### src/rau_pkg.sv
// Package for the rational arithmetic unit: widths, opcodes, status codes,
// request/response payload types and the control word of the datapath cells.
// No dependencies.
package rau_pkg;

   localparam int WORD_BITS = 32;
   localparam int DW        = 2 * WORD_BITS;
   localparam int CELL_BITS = 2;
   localparam int N_CELLS   = DW / CELL_BITS;
   localparam int CNT_BITS  = $clog2(DW);

   localparam logic [2:0] OP_ADD   = 3'd0;
   localparam logic [2:0] OP_SUB   = 3'd1;
   localparam logic [2:0] OP_MUL   = 3'd2;
   localparam logic [2:0] OP_DIV   = 3'd3;
   localparam logic [2:0] OP_SCALE = 3'd4;

   localparam logic [1:0] ST_OK       = 2'd0;
   localparam logic [1:0] ST_ZERO_DEN = 2'd1;
   localparam logic [1:0] ST_RANGE    = 2'd2;

   typedef enum logic [2:0] {
      C_HOLD,
      C_LOAD,
      C_SHR,
      C_SUB,
      C_MOVE,
      C_SHLW,
      C_DIV
   } cell_op_type;

   typedef struct packed {
      cell_op_type op;
      logic        sh_u;
      logic        sh_v;
      logic        u_lt_v;
      logic        from_v;
      logic        take;
   } cell_ctrl_type;

   typedef struct packed {
      logic [2:0]         opcode;
      logic signed [31:0] a_num;
      logic signed [31:0] a_den;
      logic signed [31:0] b_num;
      logic signed [31:0] b_den;
   } req_type;

   typedef struct packed {
      logic signed [31:0] res_num;
      logic [30:0]        res_den;
      logic [1:0]         status;
   } rsp_type;

endpackage

### src/rau_cell.sv
// One slice of the GCD / divide datapath: holds CELL_BITS of registers u, v, w.
// Borrows and shift bits pass to neighbor slices. Depends on rau_pkg.
module rau_cell import rau_pkg::*; (
   input  logic                 clock,
   input  cell_ctrl_type        ctrl,
   input  logic [CELL_BITS-1:0] ld_u,
   input  logic [CELL_BITS-1:0] ld_v,
   input  logic                 u_hi_in,
   input  logic                 v_hi_in,
   input  logic                 u_lo_in,
   input  logic                 v_lo_in,
   input  logic                 w_lo_in,
   input  logic                 b_uv_in,
   input  logic                 b_vu_in,
   input  logic                 b_dw_in,
   output logic                 b_uv_out,
   output logic                 b_vu_out,
   output logic                 b_dw_out,
   output logic [CELL_BITS-1:0] u_q,
   output logic [CELL_BITS-1:0] v_q,
   output logic [CELL_BITS-1:0] w_q
);

   logic [CELL_BITS-1:0] u_ff, u_in, v_ff, v_in, w_ff, w_in;
   logic [CELL_BITS-1:0] us;
   logic [CELL_BITS:0]   d_uv, d_vu, d_dw;

   always_comb begin
      us   = {u_ff[CELL_BITS-2:0], u_lo_in};
      d_uv = {1'b0, u_ff} - {1'b0, v_ff} - (CELL_BITS+1)'(b_uv_in);
      d_vu = {1'b0, v_ff} - {1'b0, u_ff} - (CELL_BITS+1)'(b_vu_in);
      d_dw = {1'b0, us} - {1'b0, w_ff} - (CELL_BITS+1)'(b_dw_in);
      u_in = u_ff;
      v_in = v_ff;
      w_in = w_ff;
      case (ctrl.op)
         C_LOAD: begin
            u_in = ld_u;
            v_in = ld_v;
         end
         C_SHR: begin
            if (ctrl.sh_u) u_in = {u_hi_in, u_ff[CELL_BITS-1:1]};
            if (ctrl.sh_v) v_in = {v_hi_in, v_ff[CELL_BITS-1:1]};
         end
         C_SUB: begin
            if (ctrl.u_lt_v) v_in = d_vu[CELL_BITS-1:0];
            else u_in = d_uv[CELL_BITS-1:0];
         end
         C_MOVE: begin
            w_in = ctrl.from_v ? v_ff : u_ff;
         end
         C_SHLW: begin
            w_in = {w_ff[CELL_BITS-2:0], w_lo_in};
         end
         C_DIV: begin
            v_in = {v_ff[CELL_BITS-2:0], v_lo_in};
            u_in = ctrl.take ? d_dw[CELL_BITS-1:0] : us;
         end
         default: begin
         end
      endcase
   end

   always_ff @(posedge clock) begin
      u_ff <= u_in;
      v_ff <= v_in;
      w_ff <= w_in;
   end

   assign b_uv_out = d_uv[CELL_BITS];
   assign b_vu_out = d_vu[CELL_BITS];
   assign b_dw_out = d_dw[CELL_BITS];
   assign u_q      = u_ff;
   assign v_q      = v_ff;
   assign w_q      = w_ff;

endmodule

### src/rational_arith_unit.sv
// Rational add/sub/mul/div/scale with binary-GCD reduction over a row of rau_cell slices.
// Steps: multiply, combine, binary-GCD loop, left shifts of the GCD, bit-serial divide of the
// numerator and then of the denominator by the GCD, and the output register write.
// One request at a time; the next is taken once the result sits in the output register.
// Synchronous active-high reset clears the controller and response valid only.
// Depends on rau_pkg and rau_cell.
module rational_arith_unit import rau_pkg::*; (
   input  logic    clock,
   input  logic    reset,
   input  logic    req_valid,
   output logic    req_ready,
   input  req_type req_data,
   output logic    rsp_valid,
   input  logic    rsp_ready,
   output rsp_type rsp_data
);

   typedef enum logic [8:0] {
      S_IDLE = 9'b000000001,
      S_MUL  = 9'b000000010,
      S_COMB = 9'b000000100,
      S_GCD  = 9'b000001000,
      S_SHL  = 9'b000010000,
      S_DIVN = 9'b000100000,
      S_LDD  = 9'b001000000,
      S_DIVD = 9'b010000000,
      S_DONE = 9'b100000000
   } state_type;

   localparam logic [DW-1:0] HALF = DW'(1) << (WORD_BITS - 1);

   function automatic logic [WORD_BITS-1:0] mag_of(input logic [WORD_BITS-1:0] x);
      mag_of = x[WORD_BITS-1] ? (~x + 1'b1) : x;
   endfunction

   state_type state_ff, state_in;
   logic [2:0] op_ff, op_in;
   logic an_neg_ff, an_neg_in, ad_neg_ff, ad_neg_in, bn_neg_ff, bn_neg_in, bd_neg_ff, bd_neg_in;
   logic [WORD_BITS-1:0] an_ff, an_in, ad_ff, ad_in, bn_ff, bn_in, bd_ff, bd_in;
   logic [CNT_BITS-1:0] cnt_ff, cnt_in, k_ff, k_in;
   logic [DW-1:0] p0_ff, p0_in, p1_ff, p1_in, p2_ff, p2_in;
   logic [DW-1:0] n_mag_ff, n_mag_in, d_mag_ff, d_mag_in, nq_ff, nq_in;
   logic num_neg_ff, num_neg_in, err_ff, err_in;
   logic rsp_valid_ff, rsp_valid_in;
   rsp_type rsp_data_ff, rsp_data_in;

   cell_ctrl_type ctrl;
   logic [DW-1:0] ld_u, ld_v, u_bus, v_bus, w_bus;
   logic [N_CELLS:0] b_uv, b_vu, b_dw;
   logic [DW-1:0] u_shr, v_shr, u_shl, v_shl, w_shl;

   logic [WORD_BITS-1:0] mx, my;
   logic [DW-1:0] prod, sum_mag, num_mag;
   logic is_mul, is_div, is_scale, zden, x_neg, t_neg, sum_neg, num_neg, den_neg;
   logic res_neg, over;
   logic [DW-1:0] n_full;

   assign u_shr = {1'b0, u_bus[DW-1:1]};
   assign v_shr = {1'b0, v_bus[DW-1:1]};
   assign u_shl = {u_bus[DW-2:0], v_bus[DW-1]};
   assign v_shl = {v_bus[DW-2:0], ctrl.take};
   assign w_shl = {w_bus[DW-2:0], 1'b0};
   assign b_uv[0] = 1'b0;
   assign b_vu[0] = 1'b0;
   assign b_dw[0] = 1'b0;

   for (genvar i = 0; i < N_CELLS; i++) begin : g_cell
      rau_cell u_cell (
         .clock    (clock),
         .ctrl     (ctrl),
         .ld_u     (ld_u[i*CELL_BITS +: CELL_BITS]),
         .ld_v     (ld_v[i*CELL_BITS +: CELL_BITS]),
         .u_hi_in  (u_shr[i*CELL_BITS + CELL_BITS - 1]),
         .v_hi_in  (v_shr[i*CELL_BITS + CELL_BITS - 1]),
         .u_lo_in  (u_shl[i*CELL_BITS]),
         .v_lo_in  (v_shl[i*CELL_BITS]),
         .w_lo_in  (w_shl[i*CELL_BITS]),
         .b_uv_in  (b_uv[i]),
         .b_vu_in  (b_vu[i]),
         .b_dw_in  (b_dw[i]),
         .b_uv_out (b_uv[i+1]),
         .b_vu_out (b_vu[i+1]),
         .b_dw_out (b_dw[i+1]),
         .u_q      (u_bus[i*CELL_BITS +: CELL_BITS]),
         .v_q      (v_bus[i*CELL_BITS +: CELL_BITS]),
         .w_q      (w_bus[i*CELL_BITS +: CELL_BITS])
      );
   end

   always_comb begin
      is_mul   = (op_ff == OP_MUL);
      is_div   = (op_ff == OP_DIV);
      is_scale = (op_ff == OP_SCALE);

      case (cnt_ff[1:0])
         2'd0: begin
            mx = an_ff;
            my = (is_mul || is_scale) ? bn_ff : bd_ff;
         end
         2'd1: begin
            mx = ad_ff;
            my = is_div ? bn_ff : (is_scale ? WORD_BITS'(1) : bd_ff);
         end
         default: begin
            mx = bn_ff;
            my = ad_ff;
         end
      endcase
      prod = DW'(mx) * DW'(my);

      if (is_div) zden = (ad_ff == '0) || (bd_ff == '0) || (bn_ff == '0);
      else if (is_scale) zden = (ad_ff == '0);
      else zden = (ad_ff == '0) || (bd_ff == '0);

      x_neg = an_neg_ff ^ bd_neg_ff;
      t_neg = bn_neg_ff ^ ad_neg_ff ^ (op_ff == OP_SUB);
      if (x_neg == t_neg) begin
         sum_mag = p0_ff + p2_ff;
         sum_neg = x_neg;
      end else if (p0_ff >= p2_ff) begin
         sum_mag = p0_ff - p2_ff;
         sum_neg = x_neg;
      end else begin
         sum_mag = p2_ff - p0_ff;
         sum_neg = t_neg;
      end

      if (is_mul || is_scale) begin
         num_mag = p0_ff;
         num_neg = an_neg_ff ^ bn_neg_ff;
      end else if (is_div) begin
         num_mag = p0_ff;
         num_neg = an_neg_ff ^ bd_neg_ff;
      end else begin
         num_mag = sum_mag;
         num_neg = sum_neg;
      end
      if (is_div) den_neg = ad_neg_ff ^ bn_neg_ff;
      else if (is_scale) den_neg = ad_neg_ff;
      else den_neg = ad_neg_ff ^ bd_neg_ff;

      res_neg = num_neg_ff && (nq_ff != '0);
      over = (v_bus > HALF - 1'b1) ||
             (res_neg ? (nq_ff > HALF) : (nq_ff > HALF - 1'b1));
      n_full = res_neg ? (~nq_ff + 1'b1) : nq_ff;
   end

   always_comb begin
      state_in     = state_ff;
      op_in        = op_ff;
      an_neg_in    = an_neg_ff;
      ad_neg_in    = ad_neg_ff;
      bn_neg_in    = bn_neg_ff;
      bd_neg_in    = bd_neg_ff;
      an_in        = an_ff;
      ad_in        = ad_ff;
      bn_in        = bn_ff;
      bd_in        = bd_ff;
      cnt_in       = cnt_ff;
      k_in         = k_ff;
      p0_in        = p0_ff;
      p1_in        = p1_ff;
      p2_in        = p2_ff;
      n_mag_in     = n_mag_ff;
      d_mag_in     = d_mag_ff;
      nq_in        = nq_ff;
      num_neg_in   = num_neg_ff;
      err_in       = err_ff;
      rsp_valid_in = rsp_valid_ff;
      rsp_data_in  = rsp_data_ff;
      ctrl         = '{op: C_HOLD, sh_u: 1'b0, sh_v: 1'b0, u_lt_v: b_uv[N_CELLS],
                       from_v: 1'b0, take: ~b_dw[N_CELLS]};
      ld_u         = '0;
      ld_v         = '0;

      if (rsp_valid_ff && rsp_ready) rsp_valid_in = 1'b0;

      case (state_ff)
         S_IDLE: begin
            if (req_valid) begin
               op_in     = req_data.opcode;
               an_neg_in = req_data.a_num[WORD_BITS-1];
               ad_neg_in = req_data.a_den[WORD_BITS-1];
               bn_neg_in = req_data.b_num[WORD_BITS-1];
               bd_neg_in = req_data.b_den[WORD_BITS-1];
               an_in     = mag_of(req_data.a_num[WORD_BITS-1:0]);
               ad_in     = mag_of(req_data.a_den[WORD_BITS-1:0]);
               bn_in     = mag_of(req_data.b_num[WORD_BITS-1:0]);
               bd_in     = mag_of(req_data.b_den[WORD_BITS-1:0]);
               cnt_in    = '0;
               state_in  = S_MUL;
            end
         end
         S_MUL: begin
            case (cnt_ff[1:0])
               2'd0:    p0_in = prod;
               2'd1:    p1_in = prod;
               default: p2_in = prod;
            endcase
            if (cnt_ff[1:0] == 2'd2) begin
               cnt_in   = '0;
               state_in = S_COMB;
            end else begin
               cnt_in = cnt_ff + 1'b1;
            end
         end
         S_COMB: begin
            if (zden) begin
               err_in   = 1'b1;
               state_in = S_DONE;
            end else begin
               err_in     = 1'b0;
               n_mag_in   = num_mag;
               d_mag_in   = p1_ff;
               num_neg_in = num_neg ^ den_neg;
               k_in       = '0;
               ctrl.op    = C_LOAD;
               ld_u       = num_mag;
               ld_v       = p1_ff;
               state_in   = S_GCD;
            end
         end
         S_GCD: begin
            if (u_bus == '0) begin
               ctrl.op     = C_MOVE;
               ctrl.from_v = 1'b1;
               state_in    = S_SHL;
            end else if (v_bus == '0) begin
               ctrl.op  = C_MOVE;
               state_in = S_SHL;
            end else if (!u_bus[0] || !v_bus[0]) begin
               ctrl.op   = C_SHR;
               ctrl.sh_u = !u_bus[0];
               ctrl.sh_v = !v_bus[0];
               if (!u_bus[0] && !v_bus[0]) k_in = k_ff + 1'b1;
            end else begin
               ctrl.op = C_SUB;
            end
         end
         S_SHL: begin
            if (k_ff == '0) begin
               ctrl.op  = C_LOAD;
               ld_v     = n_mag_ff;
               cnt_in   = '0;
               state_in = S_DIVN;
            end else begin
               ctrl.op = C_SHLW;
               k_in    = k_ff - 1'b1;
            end
         end
         S_DIVN: begin
            ctrl.op = C_DIV;
            cnt_in  = cnt_ff + 1'b1;
            if (cnt_ff == CNT_BITS'(DW - 1)) state_in = S_LDD;
         end
         S_LDD: begin
            nq_in    = v_bus;
            ctrl.op  = C_LOAD;
            ld_v     = d_mag_ff;
            cnt_in   = '0;
            state_in = S_DIVD;
         end
         S_DIVD: begin
            ctrl.op = C_DIV;
            cnt_in  = cnt_ff + 1'b1;
            if (cnt_ff == CNT_BITS'(DW - 1)) state_in = S_DONE;
         end
         S_DONE: begin
            if (!rsp_valid_ff || rsp_ready) begin
               rsp_valid_in = 1'b1;
               if (err_ff) begin
                  rsp_data_in = '{res_num: '0, res_den: '0, status: ST_ZERO_DEN};
               end else if (over) begin
                  rsp_data_in = '{res_num: '0, res_den: '0, status: ST_RANGE};
               end else begin
                  rsp_data_in.res_num = 32'($signed(n_full[WORD_BITS-1:0]));
                  rsp_data_in.res_den = 31'(v_bus[WORD_BITS-2:0]);
                  rsp_data_in.status  = ST_OK;
               end
               state_in = S_IDLE;
            end
         end
         default: state_in = S_IDLE;
      endcase
   end

   always_ff @(posedge clock) begin
      if (reset) begin
         state_ff     <= S_IDLE;
         rsp_valid_ff <= 1'b0;
      end else begin
         state_ff     <= state_in;
         rsp_valid_ff <= rsp_valid_in;
      end
   end

   always_ff @(posedge clock) begin
      op_ff      <= op_in;
      an_neg_ff  <= an_neg_in;
      ad_neg_ff  <= ad_neg_in;
      bn_neg_ff  <= bn_neg_in;
      bd_neg_ff  <= bd_neg_in;
      an_ff      <= an_in;
      ad_ff      <= ad_in;
      bn_ff      <= bn_in;
      bd_ff      <= bd_in;
      cnt_ff     <= cnt_in;
      k_ff       <= k_in;
      p0_ff      <= p0_in;
      p1_ff      <= p1_in;
      p2_ff      <= p2_in;
      n_mag_ff   <= n_mag_in;
      d_mag_ff   <= d_mag_in;
      nq_ff      <= nq_in;
      num_neg_ff <= num_neg_in;
      err_ff     <= err_in;
      rsp_data_ff <= rsp_data_in;
   end

   assign req_ready = (state_ff == S_IDLE);
   assign rsp_valid = rsp_valid_ff;
   assign rsp_data  = rsp_data_ff;

   a_err_zero: assert property (@(posedge clock) disable iff (reset)
      (rsp_valid_ff && rsp_data_ff.status != ST_OK) |->
         (rsp_data_ff.res_num == '0 && rsp_data_ff.res_den == '0))
      else $error("nonzero status with nonzero result fields");

   a_ok_den: assert property (@(posedge clock) disable iff (reset)
      (rsp_valid_ff && rsp_data_ff.status == ST_OK) |-> (rsp_data_ff.res_den != '0))
      else $error("ok result with zero denominator");

   a_rem_lt_div: assert property (@(posedge clock) disable iff (reset)
      (state_ff == S_DIVN || state_ff == S_DIVD) |-> (u_bus < w_bus))
      else $error("divide remainder not below divisor");

   a_gcd_nonzero: assert property (@(posedge clock) disable iff (reset)
      !(state_ff == S_GCD && u_bus == '0 && v_bus == '0))
      else $error("gcd operands both zero");

endmodule

### config.mk
export PLATFORM = sky130hd
export DESIGN_NAME = rational_arith_unit
export DESIGN_NICKNAME = d
export VERILOG_FILES = /design/src/rau_pkg.sv /design/src/rau_cell.sv /design/src/rational_arith_unit.sv
export SDC_FILE = /design/constraint.sdc
export NUM_CORES = 2
export LEC_CHECK = 0
export BUFFER_PORTS_ARGS = -buffer_cell sky130_fd_sc_hd__buf_2
export CAP_MARGIN = 10
export CORE_ASPECT_RATIO = 0.6
export CORE_MARGIN = 1.5
export CORE_UTILIZATION = 35
export DETAILED_ROUTE_END_ITERATION = 8
export SYNTH_ARGS = -nofsm -noshare
export SYNTH_HDL_FRONTEND = slang
export SYNTH_SLANG_ARGS = --single-unit
### constraint.sdc
create_clock -name clock -period 92.8 [get_ports clock]
set_clock_uncertainty 0.15 [all_clocks]
set_input_delay 9.28 -clock clock [delete_from_list [all_inputs] [get_ports clock]]
set_output_delay 9.28 -clock clock [all_outputs]
set_load 0.05 [all_outputs]
Word level (Yosys, flattened, before mapping) --
Cells that the tools add are included.
Cells by class: add/subtract/negate cells 200, $mul 1, div/mod/pow operators 0, $lt $le $gt $ge 4, equality and inequality tests 40, shift-type cells 0, muxes and demuxes 354, bitwise operators 14, reduce and logical (&&, ||, !) cells 38
Operators by type and width (count):
- $mux W64 | 8
- $pmux W2 S4 | 64
- $mux W2 | 197
- $sub A2 B2 Y3 | 95
- $sub A3 B1 Y3 | 92
- $pmux W64 S3 | 1
- $add A32 B1 Y32 const B | 5
- $not A32 Y32 | 5
- $gt A64 B31 Y1 const B | 2
- $logic_not A64 Y1 | 2
- $mux W32 | 4
- $pmux W2 S2 | 32
- $pmux W32 S2 | 2
- $sub A64 B64 Y64 | 2
- $mux W31 | 4
- $logic_not A32 Y1 | 3
- $mux W9 | 9
- $pmux W9 S9 | 1
- $add A64 B64 Y64 | 1
- $ge A64 B64 Y1 | 1
- $gt A64 B32 Y1 const B | 1
- $mul A32 B32 Y64 | 1
- $reduce_bool A64 Y1 | 1
- $mux W6 | 9
- 43 further kinds | 109
Word-level totals: register bits 800, bits in latches 0, bits in writable memories 0, ROM bits 0, output and inout port bits 67, logic and storage cells 775, memories 0

Depth between registers and ports, before layout --
word-level depth 34, depth in mapped cells 159, gate-level depth less buffers 159

Modules after synthesis --
From an unflattened synthesis, not the netlist that was laid out.
Unflattened totals: cells, all modules 9928, area total of the unflattened synthesis 91266.3 um^2
By module, submodules not included:
- rational_arith_unit | times used 1, cells each 7487, area each 69894.5 um^2
- rau_cell at g_cell[16].u_cell ... | times used 21, cells each 77, area each 670.6 um^2
- rau_cell at g_cell[0].u_cell ... | times used 7, cells each 78, area each 671.9 um^2
- rau_cell at g_cell[6].u_cell ... | times used 2, cells each 71, area each 649.4 um^2
- rau_cell at g_cell[8].u_cell ... | times used 2, cells each 68, area each 643.1 um^2

Worst setup path before layout --
No wires, ideal clock.
kind register to register, start register g_cell[0].u_cell.u_ff[0], end register g_cell[0].u_cell.u_ff[0] (enable), setup time 588 ps, arrival 36133 ps, data required time 92062 ps, slack 55928 ps, stages on the path, launching flop included 152, path buffers 0, cells stage by stage edfxtp_1 inv_1 ha_1 inv_1 fa_1 fa_1 ha_1 nor2_1 fa_1 inv_1 fa_1 inv_1 ha_1 nor2_1 fa_1 inv_1 fa_1 inv_1 [... 116 more ...] fa_1 inv_1 ha_1 nor2_1 fa_1 inv_1 fa_1 inv_1 ha_1 nor2_1 fa_1 inv_1 fa_1 inv_1 ha_1 nor2_1 fa_1 a221oi_1
On the way: longest elaborated chain between the ends 34, elaborated cells between the ends (all ways) 51
RTL lines:
- start: declaration | RTL line rau_cell.sv:24 | logic [CELL_BITS-1:0] u_ff, u_in, v_ff, v_in, w_ff, w_in;
- start signal: assignment | RTL line rau_cell.sv:65 | u_ff <= u_in;
- $sub A2 B2 Y3 | RTL line rau_cell.sv:30 | d_uv = {1'b0, u_ff} - {1'b0, v_ff} - (CELL_BITS+1)'(b_uv_in);
- $sub A3 B1 Y3 (31 in series) | RTL line rau_cell.sv:30
- $ne A2 B2 Y1 (no source line)
- $reduce_and A3 Y1 (no source line) *
Mark *: on every way between the ends. The rest lies on a longest branch, timed or not. A chain may end at the register's enable or synchronous reset.

Final worst setup path --
start register g_cell[0].u_cell.u_ff[0], end register g_cell[12].u_cell.u_ff[0] (enable)
On the way: longest elaborated chain between the ends 34, elaborated cells between the ends (all ways) 51
RTL lines (RTL line):
- $sub A2 B2 Y3 | rau_cell.sv:30
- $sub A3 B1 Y3 (31 in series) | rau_cell.sv:30
- $ne A2 B2 Y1 (no source line)
- $reduce_and A3 Y1 (no source line) *
- end signal: assignment | rau_cell.sv:65
- end: declaration | rau_cell.sv:24
Marks and branches as above.

==> key figures <==
Timing
  • Rel. slew slack: -0.005831
  • F_max: 27.65 MHz
  • RSZ-0062 raised after global routing: no
  • Tightest Pin Transition: 1.500 ns
  • TNS Setup: 0 ns
  • Max-slew violations: 2
  • Final Hold Vio Count: 0
  • Setup violators final: 0
  • Final cycle utilization of the critical path: 0.3897
  • Tmin final: 36.16 ns
  • Final WS setup: 56.64 ns

Floorplanning
  • Width of the chip: 642.7 um
  • Cell Rows: 140
  • Starting Density: 0.3532
  • DIE AREA: 248600 um^2
  • Die height: 386.8 um
  • Total core area: 243300 um^2
  • # IOs: 202

Routing
  • Post-DR vias/cell: 5.778
  • Post-route DRC: 0
  • Met2 wire length: 128300 um
  • TritonRoute pass-1 iters: 6
  • Initial drt markers: 10230
  • Final WL: 360100 um
  • Met3 WL: 54950 um
  • Metal-1 WL: 170500 um
  • Vias: 71930
  • Top Layer Used: met5
  • Post-route antenna net violation count: 0
  • WL/cell: 28.93 um

Critical path
  • CP required: 92.97 ns
  • Worst setup EP type: flop
  • Reg2reg start: g_cell[0].u_cell.u_q[0]
  • Critical-path top delay cell: buf_4
  • WP buf/inv: 45
  • Critical path class: flop to flop
  • Crit path launch: g_cell[0].u_cell.u_q[0]
  • Critical path's most frequent cell: fa_1
  • Crit-path max FO: 46
  • Top delay family on crit path: adder cells
  • Slowest Stage Delay on Critical Path: 0.70 ns
  • Worst Path Arrival: 36.33 ns
  • CP Launch Type: flop

Clock network
  • Sink Count: 800
  • Hold-fix buffers, CTS: 0
  • Post-CTS Resized: 0
  • Clk slew on worst S/H paths: 0.07 ns
  • Number of H-tree levels: 3
  • Setup repair bufs after CTS: 0
  • Num CTS Buffers: 84
  • Clock latency on the worst-skew pair: 0.72 ns
  • CTS tree: done
  • Clock tree root driver cell: clkbuf_16
  • Max Root-Sink Buffers: 3

Global routing
  • Remaining Overflow, GRT: 0
  • Total global routing track utilization: 0.2841
  • Global-route wire length before repair: 514800 um
  • Largest net degree at the start of global routing: 85
  • Vias in the first global route: 69950
  • Initial antenna violation count: 23

Placed design
  • Placer Congestion: 1.019
  • Setup Slack @ Placement: 57.06 ns
  • Hpwl dp: 286000 um
  • I/O Buffers: 201
  • Area after DPL: 90970 um^2

Final layout
  • Share of post-route cells with drive strength above 1: 0.06781
  • Area Overhead vs Synth: 9.253%
  • Sequential Area: 23920 um^2
  • Max FFs per register: 65
  • FILL cells: 24120
  • Most common cell after layout, fill and taps aside: inv_1
  • Final Net Count: 10890
  • Most frequent cells in the layout: inv_1, nand2_1, fa_1
  • Post-route cell area: 93890 um^2
  • Multi-input logic area: 55000 um^2

Synthesis
  • Post-synth EDFFs: 790
  • Ranking of synthesized cells by area: edfxtp_1, fa_1, ha_1
  • Distinct cell type count after synthesis: 83
  • Cell Area, Synth: 85940 um^2
  • Synth Flop Type: edfxtp_1
  • Synth Net Count: 10870
  • Cells after Synth: 9089
  • Largest area contributor in the synthesized netlist: edfxtp_1
  • Synth Warn #: 0
  • Post-synth top area share: 0.2761
  • Seq/Total Area, Yosys: 0.2784
  • Post-synthesis async set-or-reset flop share: 0
  • Seq cells post-synth: 800
  • Mean area per synthesized cell: 9.455 um^2

Hold path
  • Worst Hold Class: flop to flop
  • Min-Delay Startpoint: p1_ff[52]

Run status
  • Violated checks: capacitance limit, slew limit
  • Status: complete, but fails checks

Flow run
  • Max Cap Viol: 2
synthesized netlist by cell type, types with 16 or more instances:
cell type and instances:
a211o_1 16, a211oi_1 100, a21o_1 97, a21oi_1 639, a221o_1 32, a221oi_1 59
a222oi_1 29, a22o_1 36, a22oi_1 36, a31oi_1 29, and2_1 38, and3_1 20
buf_1 50, clkbuf_1 392, edfxtp_1 790, fa_1 1088, ha_1 562, inv_1 1492
mux2i_1 72, nand2_1 1285, nand2b_1 49, nand3_1 66, nand4_1 81, nor2_1 592
nor2b_1 29, nor3_1 88, nor4_1 107, o211ai_1 60, o21a_1 21, o21ai_0 364
o21bai_1 63, o22ai_1 47, o31ai_1 71, o41ai_1 24, or2_2 19, or3_1 32
or4_1 27, xnor2_1 214, xor2_1 112
path summary, 6_finish.rpt:
path | to | slack [ns] | cells after the start
worst max-delay path | g_cell[12].u_cell.u_q[0] | 56.64 | 154
worst min-delay path | d_mag_ff[52] | 0.30 | 0
worst max register to register | g_cell[12].u_cell.u_q[0] | 56.64 | 154
worst min register to register | d_mag_ff[52] | 0.30 | 0
kinds of logic (layout without fill, tap and decap cells):
family | after synthesis | in the layout | synth area share
compound gates | 1823 | 1823 | 0.1345
xor+xnor | 326 | 326 | 0.03323
fa+ha+maj | 1650 | 1650 | 0.3353
buf+inv | 1947 | 2031 | 0.08547
flops | 800 | 800 | 0.2784
mux | 75 | 75 | 0.008779
other cells | 0 | 9 | 0
simple gates | 2468 | 2468 | 0.1244
worst reg2reg max path, delay by kind of cell, from the launching register on:
kind	cells	cell delay (ns)
adder cells (fa/ha/maj)	86	28.76
buffers and inverters	45	4.67
AND/OR/NAND/NOR	22	1.24
flip-flops	1	0.53
AO/OA/AOI/OAI	1	0.32
cell type report:
type                            instances  share of cell area
Antenna cell                            9           0.0002399
Sequential cell                       800              0.2548
Timing Repair Buffer                  382             0.02523
Clock buffer                           97             0.02291
Clock inverter                         54            0.007623
Inverter                             1498             0.05989
Tap cell                             3266             0.04352
Multi-Input combinational cell       6342              0.5858
through the flow:
stage	util	cells	hold WS (ns)
3_5_place_dp	0.3739	12290	0.2861
6_report	0.3859	12450	0.3026
2_1_floorplan	-	9089	0.2762
4_1_cts	0.3857	12440	0.3015
3_3_place_gp	0.3739	12290	0.2870
5_1_grt	0.3858	12440	0.3053
metal layers:
layer | track usage | vias to the layer above
met5 | 0.0005721 | -
met4 | 0.04535 | 26
met3 | 0.1158 | 445
met2 | 0.3455 | 4616
met1 | 0.4570 | 36580
li1 | - | 30260
Power is not shown: default switching activity piles up to over one toggle a cycle in this logic, so the estimate is an artifact.
